--- src/rtl/core/rrs_pkg.sv ---
// shared widths, register codes, interface structs and state encodings
// for the reversing ramp setpoint unit; no dependencies
`default_nettype none
package rrs_pkg;

  localparam int POS_W   = 32;
  localparam int STEP_W  = 16;
  localparam int TIME_W  = 16;
  localparam int TMR_W   = TIME_W + 1;
  localparam int ELAP_W  = 8;
  localparam int PROD_W  = POS_W + STEP_W;
  localparam int CNT_W   = $clog2(PROD_W);

  localparam int NUM_REGS  = 5;
  localparam int CFG_DW    = (POS_W > 32) ? 64 : 32;
  localparam int ADDR_LSB  = (CFG_DW == 64) ? 3 : 2;
  localparam int CFG_AW    = $clog2(((NUM_REGS - 1) << ADDR_LSB) + 1);
  localparam int IDX_W     = CFG_AW - ADDR_LSB;

  typedef enum logic [IDX_W-1:0] {
    REG_LOW,
    REG_HIGH,
    REG_TOTAL,
    REG_INTERVAL,
    REG_DWELL
  } rrs_reg_t;

  typedef struct packed {
    logic              going_up;
    logic              dwelling;
    logic [STEP_W-1:0] step_idx;
  } rrs_state_t;

  typedef struct packed {
    logic start;
    logic ack;
  } rrs_ip_ctl_t;

  typedef struct packed {
    logic busy;
    logic done;
  } rrs_ip_sts_t;

  typedef enum logic [2:0] {
    IP_IDLE,
    IP_MUL,
    IP_DIV,
    IP_FIN,
    IP_DONE
  } rrs_ip_st_t;

endpackage
`default_nettype wire

--- src/rtl/core/rrs_step.sv ---
// trip state: arming, step timer, step index, dwell and direction
// depends on rrs_pkg
`default_nettype none
module rrs_step import rrs_pkg::*; (
  input  wire logic              clk,
  input  wire logic              rst_n,
  input  wire logic              accept,
  input  wire logic              restart,
  input  wire logic [ELAP_W-1:0] elapsed,
  input  wire logic [STEP_W-1:0] total,
  input  wire logic [TIME_W-1:0] interval,
  input  wire logic [TIME_W-1:0] dwell_len,
  output rrs_state_t             st
);

  logic              armed_r, armed_nxt;
  logic              up_r, up_nxt;
  logic              dwell_r, dwell_nxt;
  logic [STEP_W-1:0] idx_r, idx_nxt;
  logic [TMR_W-1:0]  tmr_r, tmr_nxt;

  logic [TMR_W:0]    sum;
  logic [TMR_W-1:0]  tmr_a;
  logic [STEP_W-1:0] idx_a;

  always_comb begin
    sum   = {1'b0, tmr_r} + (TMR_W + 1)'(elapsed);
    tmr_a = '0;
    if (armed_r) begin
      tmr_a = sum[TMR_W] ? '1 : sum[TMR_W-1:0];
    end
    armed_nxt = armed_r;
    up_nxt    = up_r;
    dwell_nxt = dwell_r;
    idx_nxt   = idx_r;
    tmr_nxt   = tmr_r;
    idx_a     = idx_r;
    if (restart) begin
      armed_nxt = 1'b0;
      up_nxt    = 1'b1;
      dwell_nxt = 1'b0;
      idx_nxt   = '0;
      tmr_nxt   = '0;
    end else if (accept) begin
      armed_nxt = 1'b1;
      tmr_nxt   = tmr_a;
      if (dwell_r) begin
        if (tmr_a >= {1'b0, dwell_len}) begin
          up_nxt    = ~up_r;
          idx_nxt   = '0;
          dwell_nxt = 1'b0;
          tmr_nxt   = '0;
        end
      end else if (tmr_a >= {1'b0, interval}) begin
        if (idx_r < total) begin
          idx_a   = idx_r + 1'b1;
          tmr_nxt = '0;
        end
        idx_nxt = idx_a;
        if (idx_a >= total) begin
          dwell_nxt = 1'b1;
          tmr_nxt   = '0;
        end
      end
    end
  end

  always_ff @(posedge clk) begin
    if (!rst_n) begin
      armed_r <= 1'b0;
      up_r    <= 1'b1;
      dwell_r <= 1'b0;
      idx_r   <= '0;
      tmr_r   <= '0;
    end else begin
      armed_r <= armed_nxt;
      up_r    <= up_nxt;
      dwell_r <= dwell_nxt;
      idx_r   <= idx_nxt;
      tmr_r   <= tmr_nxt;
    end
  end

  assign st.going_up = up_r;
  assign st.dwelling = dwell_r;
  assign st.step_idx = idx_r;

endmodule
`default_nettype wire

--- src/rtl/core/rrs_interp.sv ---
// serial interpolation: shift-add multiply one step bit per cycle, then
// restoring divide one quotient bit per cycle unless total is zero; depends on rrs_pkg
`default_nettype none
module rrs_interp import rrs_pkg::*; (
  input  wire logic              clk,
  input  wire logic              rst_n,
  input  wire rrs_ip_ctl_t       ctl,
  input  wire logic [POS_W-1:0]  low_pos,
  input  wire logic [POS_W-1:0]  high_pos,
  input  wire logic [STEP_W-1:0] total,
  input  wire rrs_state_t        st,
  output rrs_ip_sts_t            sts,
  output logic [POS_W-1:0]       result
);

  rrs_ip_st_t        state_r, state_nxt;
  logic [CNT_W-1:0]  cnt_r, cnt_nxt;

  logic [POS_W-1:0]  start_r, mag_r, res_r;
  logic [STEP_W-1:0] mplr_r, div_r, rem_r;
  logic [PROD_W-1:0] acc_r;
  logic              neg_r, zero_r;

  logic              load, mul_en, div_en, fin_en;

  logic [POS_W-1:0]  start_v, end_v, mag_v;
  logic [POS_W:0]    diff, negd;
  logic [POS_W:0]    psum;
  logic [STEP_W:0]   trial;
  logic              qbit;

  always_comb begin
    state_nxt = state_r;
    cnt_nxt   = cnt_r;
    case (state_r)
      IP_IDLE: begin
        if (ctl.start) begin
          state_nxt = IP_MUL;
          cnt_nxt   = CNT_W'(STEP_W - 1);
        end
      end
      IP_MUL: begin
        cnt_nxt = cnt_r - 1'b1;
        if (cnt_r == '0) begin
          state_nxt = zero_r ? IP_FIN : IP_DIV;
          cnt_nxt   = CNT_W'(PROD_W - 1);
        end
      end
      IP_DIV: begin
        cnt_nxt = cnt_r - 1'b1;
        if (cnt_r == '0) begin
          state_nxt = IP_FIN;
        end
      end
      IP_FIN: state_nxt = IP_DONE;
      IP_DONE: begin
        if (ctl.ack) begin
          state_nxt = IP_IDLE;
        end
      end
      default: state_nxt = IP_IDLE;
    endcase
  end

  always_comb begin
    load     = 1'b0;
    mul_en   = 1'b0;
    div_en   = 1'b0;
    fin_en   = 1'b0;
    sts.busy = 1'b1;
    sts.done = 1'b0;
    case (state_r)
      IP_IDLE: begin
        sts.busy = 1'b0;
        load     = ctl.start;
      end
      IP_MUL:  mul_en   = 1'b1;
      IP_DIV:  div_en   = 1'b1;
      IP_FIN:  fin_en   = 1'b1;
      IP_DONE: sts.done = 1'b1;
      default: sts.busy = 1'b1;
    endcase
  end

  always_ff @(posedge clk) begin
    if (!rst_n) begin
      state_r <= IP_IDLE;
      cnt_r   <= '0;
    end else begin
      state_r <= state_nxt;
      cnt_r   <= cnt_nxt;
    end
  end

  always_comb begin
    start_v = st.going_up ? low_pos : high_pos;
    end_v   = st.going_up ? high_pos : low_pos;
    diff    = {end_v[POS_W-1], end_v} - {start_v[POS_W-1], start_v};
    negd    = -diff;
    mag_v   = diff[POS_W] ? negd[POS_W-1:0] : diff[POS_W-1:0];
    psum    = {1'b0, acc_r[PROD_W-1:STEP_W]} + (mplr_r[0] ? {1'b0, mag_r} : '0);
    trial   = {rem_r, acc_r[PROD_W-1]};
    qbit    = trial >= {1'b0, div_r};
  end

  always_ff @(posedge clk) begin
    if (load) begin
      start_r <= start_v;
      mag_r   <= mag_v;
      neg_r   <= diff[POS_W];
      zero_r  <= total == '0;
      mplr_r  <= st.step_idx;
      div_r   <= total;
      acc_r   <= '0;
      rem_r   <= '0;
    end
    if (mul_en) begin
      acc_r  <= {psum, acc_r[STEP_W-1:1]};
      mplr_r <= {1'b0, mplr_r[STEP_W-1:1]};
    end
    if (div_en) begin
      rem_r <= qbit ? STEP_W'(trial - {1'b0, div_r}) : trial[STEP_W-1:0];
      acc_r <= {acc_r[PROD_W-2:0], qbit};
    end
    if (fin_en) begin
      if (zero_r) begin
        res_r <= start_r;
      end else if (neg_r) begin
        res_r <= start_r - acc_r[POS_W-1:0];
      end else begin
        res_r <= start_r + acc_r[POS_W-1:0];
      end
    end
  end

  assign result = res_r;

endmodule
`default_nettype wire

--- src/rtl/core/reversing_ramp_setpoint_unit.sv ---
// top level: config registers, item handshake, output register
// depends on rrs_pkg, rrs_step, rrs_interp
//
// channel  direction  handshake            payload
// in       input      in_valid / in_stall  in_elapsed_ms
// out      output     out_valid / out_stall out_setpoint, out_step_now,
//                                          out_in_dwell, out_going_up
// cfg      input      apb write/read       low, high, total, interval, dwell
//
// items pass one at a time, a new one entering only after the output register
// takes the last result: the serial multiply runs one step bit per cycle, the
// divide one quotient bit per cycle unless total is zero, both through the
// single interpolation unit
// synchronous active-low reset restores the forward trip at step 0
// in_stall is high while an item is in the interpolation unit; the next item
// cannot enter until the output register takes the finished result
`default_nettype none
module reversing_ramp_setpoint_unit import rrs_pkg::*; (
  input  wire logic              clk,
  input  wire logic              rst_n,
  input  wire logic              in_valid,
  output logic                   in_stall,
  input  wire logic [ELAP_W-1:0] in_elapsed_ms,
  output logic                   out_valid,
  input  wire logic              out_stall,
  output logic signed [POS_W-1:0] out_setpoint,
  output logic [STEP_W-1:0]      out_step_now,
  output logic                   out_in_dwell,
  output logic                   out_going_up,
  input  wire logic              cfg_psel,
  input  wire logic              cfg_penable,
  input  wire logic              cfg_pwrite,
  input  wire logic [CFG_AW-1:0] cfg_paddr,
  input  wire logic [CFG_DW-1:0] cfg_pwdata,
  output logic [CFG_DW-1:0]      cfg_prdata,
  output logic                   cfg_pready
);

  logic [POS_W-1:0]  low_r, high_r;
  logic [STEP_W-1:0] total_r;
  logic [TIME_W-1:0] interval_r, dwell_r;

  logic              wr, restart, accept;
  rrs_reg_t          idx;
  rrs_state_t        st;
  rrs_ip_ctl_t       ip_ctl;
  rrs_ip_sts_t       ip_sts;
  logic [POS_W-1:0]  ip_res;

  logic              start_r;
  logic              out_valid_r, out_valid_nxt;
  logic [POS_W-1:0]  setpoint_r;
  logic [STEP_W-1:0] step_r;
  logic              dwell_flag_r, up_r;

  assign cfg_pready = 1'b1;
  assign idx        = rrs_reg_t'(cfg_paddr[CFG_AW-1:ADDR_LSB]);
  assign wr         = cfg_psel && cfg_penable && cfg_pwrite;

  always_comb begin
    restart    = 1'b0;
    cfg_prdata = '0;
    case (idx)
      REG_LOW: begin
        restart    = wr;
        cfg_prdata = CFG_DW'(low_r);
      end
      REG_HIGH: begin
        restart    = wr;
        cfg_prdata = CFG_DW'(high_r);
      end
      REG_TOTAL: begin
        restart    = wr;
        cfg_prdata = CFG_DW'(total_r);
      end
      REG_INTERVAL: begin
        restart    = wr;
        cfg_prdata = CFG_DW'(interval_r);
      end
      REG_DWELL: begin
        restart    = wr;
        cfg_prdata = CFG_DW'(dwell_r);
      end
      default: cfg_prdata = '0;
    endcase
  end

  always_ff @(posedge clk) begin
    if (!rst_n) begin
      low_r      <= '0;
      high_r     <= '0;
      total_r    <= '0;
      interval_r <= '0;
      dwell_r    <= '0;
    end else if (wr) begin
      case (idx)
        REG_LOW:      low_r      <= cfg_pwdata[POS_W-1:0];
        REG_HIGH:     high_r     <= cfg_pwdata[POS_W-1:0];
        REG_TOTAL:    total_r    <= cfg_pwdata[STEP_W-1:0];
        REG_INTERVAL: interval_r <= cfg_pwdata[TIME_W-1:0];
        REG_DWELL:    dwell_r    <= cfg_pwdata[TIME_W-1:0];
        default:      low_r      <= low_r;
      endcase
    end
  end

  assign in_stall   = start_r || ip_sts.busy;
  assign accept     = in_valid && !in_stall;
  assign ip_ctl.start = start_r;
  assign ip_ctl.ack   = ip_sts.done && (!out_valid_r || !out_stall);
  assign out_valid_nxt = ip_ctl.ack || (out_valid_r && out_stall);

  rrs_step u_step (
    .clk       (clk),
    .rst_n     (rst_n),
    .accept    (accept),
    .restart   (restart),
    .elapsed   (in_elapsed_ms),
    .total     (total_r),
    .interval  (interval_r),
    .dwell_len (dwell_r),
    .st        (st)
  );

  rrs_interp u_interp (
    .clk      (clk),
    .rst_n    (rst_n),
    .ctl      (ip_ctl),
    .low_pos  (low_r),
    .high_pos (high_r),
    .total    (total_r),
    .st       (st),
    .sts      (ip_sts),
    .result   (ip_res)
  );

  always_ff @(posedge clk) begin
    if (!rst_n) begin
      start_r     <= 1'b0;
      out_valid_r <= 1'b0;
    end else begin
      start_r     <= accept;
      out_valid_r <= out_valid_nxt;
    end
  end

  always_ff @(posedge clk) begin
    if (ip_ctl.ack) begin
      setpoint_r   <= ip_res;
      step_r       <= st.step_idx;
      dwell_flag_r <= st.dwelling;
      up_r         <= st.going_up;
    end
  end

  assign out_valid    = out_valid_r;
  assign out_setpoint = setpoint_r;
  assign out_step_now = step_r;
  assign out_in_dwell = dwell_flag_r;
  assign out_going_up = up_r;

  // an accepted item holds off the next one until the output register takes its result
  assert property (@(posedge clk) disable iff (!rst_n) accept |=> in_stall)
    else $error("input taken while interpolation pending");

  // a finished result stays offered until the output register takes it
  assert property (@(posedge clk) disable iff (!rst_n)
    (ip_sts.done && !ip_ctl.ack) |=> ip_sts.done)
    else $error("interpolation result dropped");

  // the output register only fills from a finished interpolation
  assert property (@(posedge clk) disable iff (!rst_n)
    $rose(out_valid_r) |-> $past(ip_sts.done))
    else $error("output valid without result");

endmodule
`default_nettype wire
--- config.mk ---
export PLATFORM = sky130hd
export DESIGN_NAME = reversing_ramp_setpoint_unit
export DESIGN_NICKNAME = d
export VERILOG_FILES = /design/src/rtl/core/rrs_pkg.sv /design/src/rtl/core/rrs_step.sv /design/src/rtl/core/rrs_interp.sv /design/src/rtl/core/reversing_ramp_setpoint_unit.sv
export SDC_FILE = /design/constraint.sdc
export NUM_CORES = 1
export LEC_CHECK = 0
export BUFFER_PORTS_ARGS = -buffer_cell sky130_fd_sc_hd__buf_2
export CAP_MARGIN = 20
export CORE_MARGIN = 1
export CORE_UTILIZATION = 50
export DETAILED_ROUTE_END_ITERATION = 8
export GPL_TIMING_DRIVEN = 0
export PLACE_DENSITY = 0.67
export SETUP_SLACK_MARGIN = 0.05
export SYNTH_ARGS = -nofsm -noshare
export SYNTH_HDL_FRONTEND = slang
export SYNTH_HIERARCHICAL = 1
export SYNTH_SLANG_ARGS = --single-unit
--- constraint.sdc ---
create_clock -name clk -period 13.4 [get_ports clk]
set_input_delay 2.01 -clock clk [delete_from_list [all_inputs] [get_ports clk]]
set_output_delay 2.01 -clock clk [all_outputs]
set_load 0.01 [all_outputs]
==> reports/qor.yml <==
clock_tree:
  post_cts_resized: 0
  cts_buffers: 45
  clkTransAtPathRegs_ns: 0.06
  cts-root-buf: "clkbuf_16"
  clock-sinks: 403
  holdBufCountCts: 0
  clock_path_buffers: 3
  cts_setup_buffers: 0
  htreeDepth: 2
  clk_latency_ns: 0.59
  tritoncts: "built"
timing:
  min_period_ns: 6.24
  post-route-period-util: 0.466
  timing.fmax_mhz: 160
  fin_setup_tns_ns: 0
  maxSlewViolCount: 0
  finalHoldViolations: 0
  setup_viol: 0
  rsz0062_at_grt: "no"
  worstMarginPinSlew_ns: 0.990
  skew_ns: 0.0170
  relSlewSlack: 0.340
synth:
  ys_ff_latch: 403
  synthDistinctLibCells: 105
  synth_edf_count: 243
  yosysTopAreaCell: "edfxtp_1"
  async_flop_share: 0
  synth_area_leaders: "edfxtp_1 28%, dfxtp_1 12%, ha_1 8.9%"
  yosysWarnings: 6
  ys_seq_area_frac: 0.399
  synth_nets: 2993
  yosysTopAreaCellShare: 0.278
  synth.avg_cell_area_sq_um: 9.56
  ys.flop_type: "edfxtp_1"
  netlist_area_sq_um: 26300
  synthCells: 2750
run:
  maxCapViolations: 0
worst_setup_path:
  cp-end-kind: "flop"
  crit_fanout: 10
  cp-start-kind: "primary input"
  cp.arrival_ns: 6.69
  cp.required_ns: 13.85
  crit_type: "in2reg"
power_and_ir_drop:
  ir_drop_uv: 87.0
  netSwitchingFraction: 0.375
  p_clk_frac: 0.254
  p_sw_mw: 1.87
  power.density_nw_per_um2: 169
  sequentialPowerShare: 0.346
  power_leakage_nw: 12.4
  pwr-share-comb: 0.400
  p_int_mw: 3.12
routing:
  wl_mm: 74.5
  via_per_inst: 5.88
  dr_total_vias: 21462
  first_iter_violations: 1614
  firstDrtPassIters: 5
  drc: 0
  wire_per_inst_um: 20.4
  postRouteAntennaNets: 0
place:
  gp_congestion: 0.969
  place.port_buffers: 133
  dpl.hpwl_mm: 58.3
floorplanning:
  num_rows: 83
  initial_core_util: 0.509
  die_area_sq_um: 53500
  die_h_um: 231
  dieWidth_um: 231
  core-area_sq_um: 51600
  io_pins: 137
grt:
  grt_usage: 0.275
  grt_pass1_vias: 20841
  grt_remaining_overflow: 0
  antenna_found_initial: 2
  grt_pass1_wl_mm: 115
  grt_max_degree: 74
worst_hold_path:
  hold_path_class: "reg2reg"
layout:
  drive_above_1_share: 0.124
  num_antenna_cells: 0
  nets: 3179
  nFillCells: 4477
  final_util: 0.571
  final_cell_mix: "363 x nand2_1, 243 x edfxtp_1, 186 x ha_1"
  final_common_cell: "nand2_1"
  synthToLayoutAreaGrowth_pct: 12.1
run_status:
  status: "finished clean"
## power by group through the flow
| stage | combinational (mW) | clock [mW] | sequential (mW) |
|---|---|---|---|
| after floorplan | 1.53 | 0 | 1.69 |
| after global placement | 1.91 | 0 | 1.76 |
| after detailed placement | 1.97 | 0 | 1.75 |
| after CTS | 1.98 | 1.29 | 1.72 |
| after global routing | 2.21 | 1.33 | 1.74 |
| final | 1.99 | 1.27 | 1.73 |
## registers in the layout, indices dropped and copies added, names as in the netlist, 17 cells and up
register	count
high_r	32
low_r	32
out_setpoint	32
u_interp/acc_r	48
u_interp/mag_r	32
u_interp/result	32
u_interp/start_r	32
u_step/tmr_r	17
## logic make-up after synthesis
kind of cell,Yosys count,synth area share
muxes,227,0.0887
buffers and inverters,276,0.0454
xor gates and xnor gates,160,0.0547
AOI/OAI and AO/OA,620,0.159
DFF,403,0.399
and+or+nand+nor,872,0.160
other,1,0.000143
adders and majority gates,191,0.0924
## stage by stage
step                      power, mW  area (sq um)  std cells  hold WS [ns]  setup slack, ns
final                          4.99         29500       3652         0.416             7.16
after global routing           5.29         29500       3652         0.421             7.07
after CTS                      5.00         29400       3651         0.419             7.41
after detailed placement       3.72         27900       3568         0.405             6.89
after global placement         3.66         27800       3563         0.400             4.34
after floorplan                3.23         26300       2750         0.400             6.81
## synthesized netlist by cell type (23+ instances only)
cell type and instances:
a21o_1 63, a21oi_1 126, a22o_1 23, a22oi_1 30, a31oi_1 23, and2_1 48, clkbuf_1 70, dfxtp_1 160
edfxtp_1 243, ha_1 186, inv_1 159, mux2_2 48, mux2i_1 179, nand2_1 364, nand2b_1 25, nand3_1 60
nand4_1 27, nor2_1 146, nor3_1 38, o211ai_1 23, o21a_1 28, o21ai_0 136, or3_1 26, xnor2_1 105
xor2_1 51
## worst max-delay path, stage by stage
cell and delay [ns]:
buf_2 0.10, ha_1 0.35, a21o_1 0.18, a21oi_1 0.30
nand2_1 0.14, o21ai_0 0.41, nor2_1 0.15, clkbuf_8 0.20
o21a_1 0.24, ha_1 0.31, nand2_1 0.05, o21ai_0 0.22
a31oi_1 0.16, o41ai_1 0.74, o221ai_1 0.47, clkbuf_1 0.38
nand3_1 0.18, o211ai_1 0.10
## path summary, 6_finish.rpt
check,start,endpoint,slack (ns),cells after the start
hold / removal,u_interp/result[26]$_DFFE_PP_,out_setpoint[26]$_DFFE_PP_,0.42,0
hold reg to reg,u_interp/result[26]$_DFFE_PP_,out_setpoint[26]$_DFFE_PP_,0.42,0
setup reg to reg,u_step/up_r$_SDFFE_PP1P_,u_interp/mag_r[31]$_DFFE_PP_,7.34,16
setup / recovery,in_elapsed_ms[3],u_step/idx_r[4]$_SDFFE_PP0P_,7.16,18
## layout make-up
class,instances,area (sq um),share of cell area
timing repair buffer,139,786,0.0267
buffer,116,593,0.0201
inverter,160,603,0.0205
sequential,403,10500,0.356
clock inverter,27,239,0.00811
multi-input combinational,2071,14600,0.496
clock buffer,56,1280,0.0435
tap,680,851,0.0289
## layer usage
metal / up-vias / global-route usage / wire [um]
met5: - / 0 / 33
met2: 726 / 0.447 / 33900
li1: 10379 / - / -
met1: 10186 / 0.366 / 32900
met3: 167 / 0.0497 / 5040
met4: 4 / 0.0998 / 2650
Note: power is estimated with default switching activity, not from simulation.
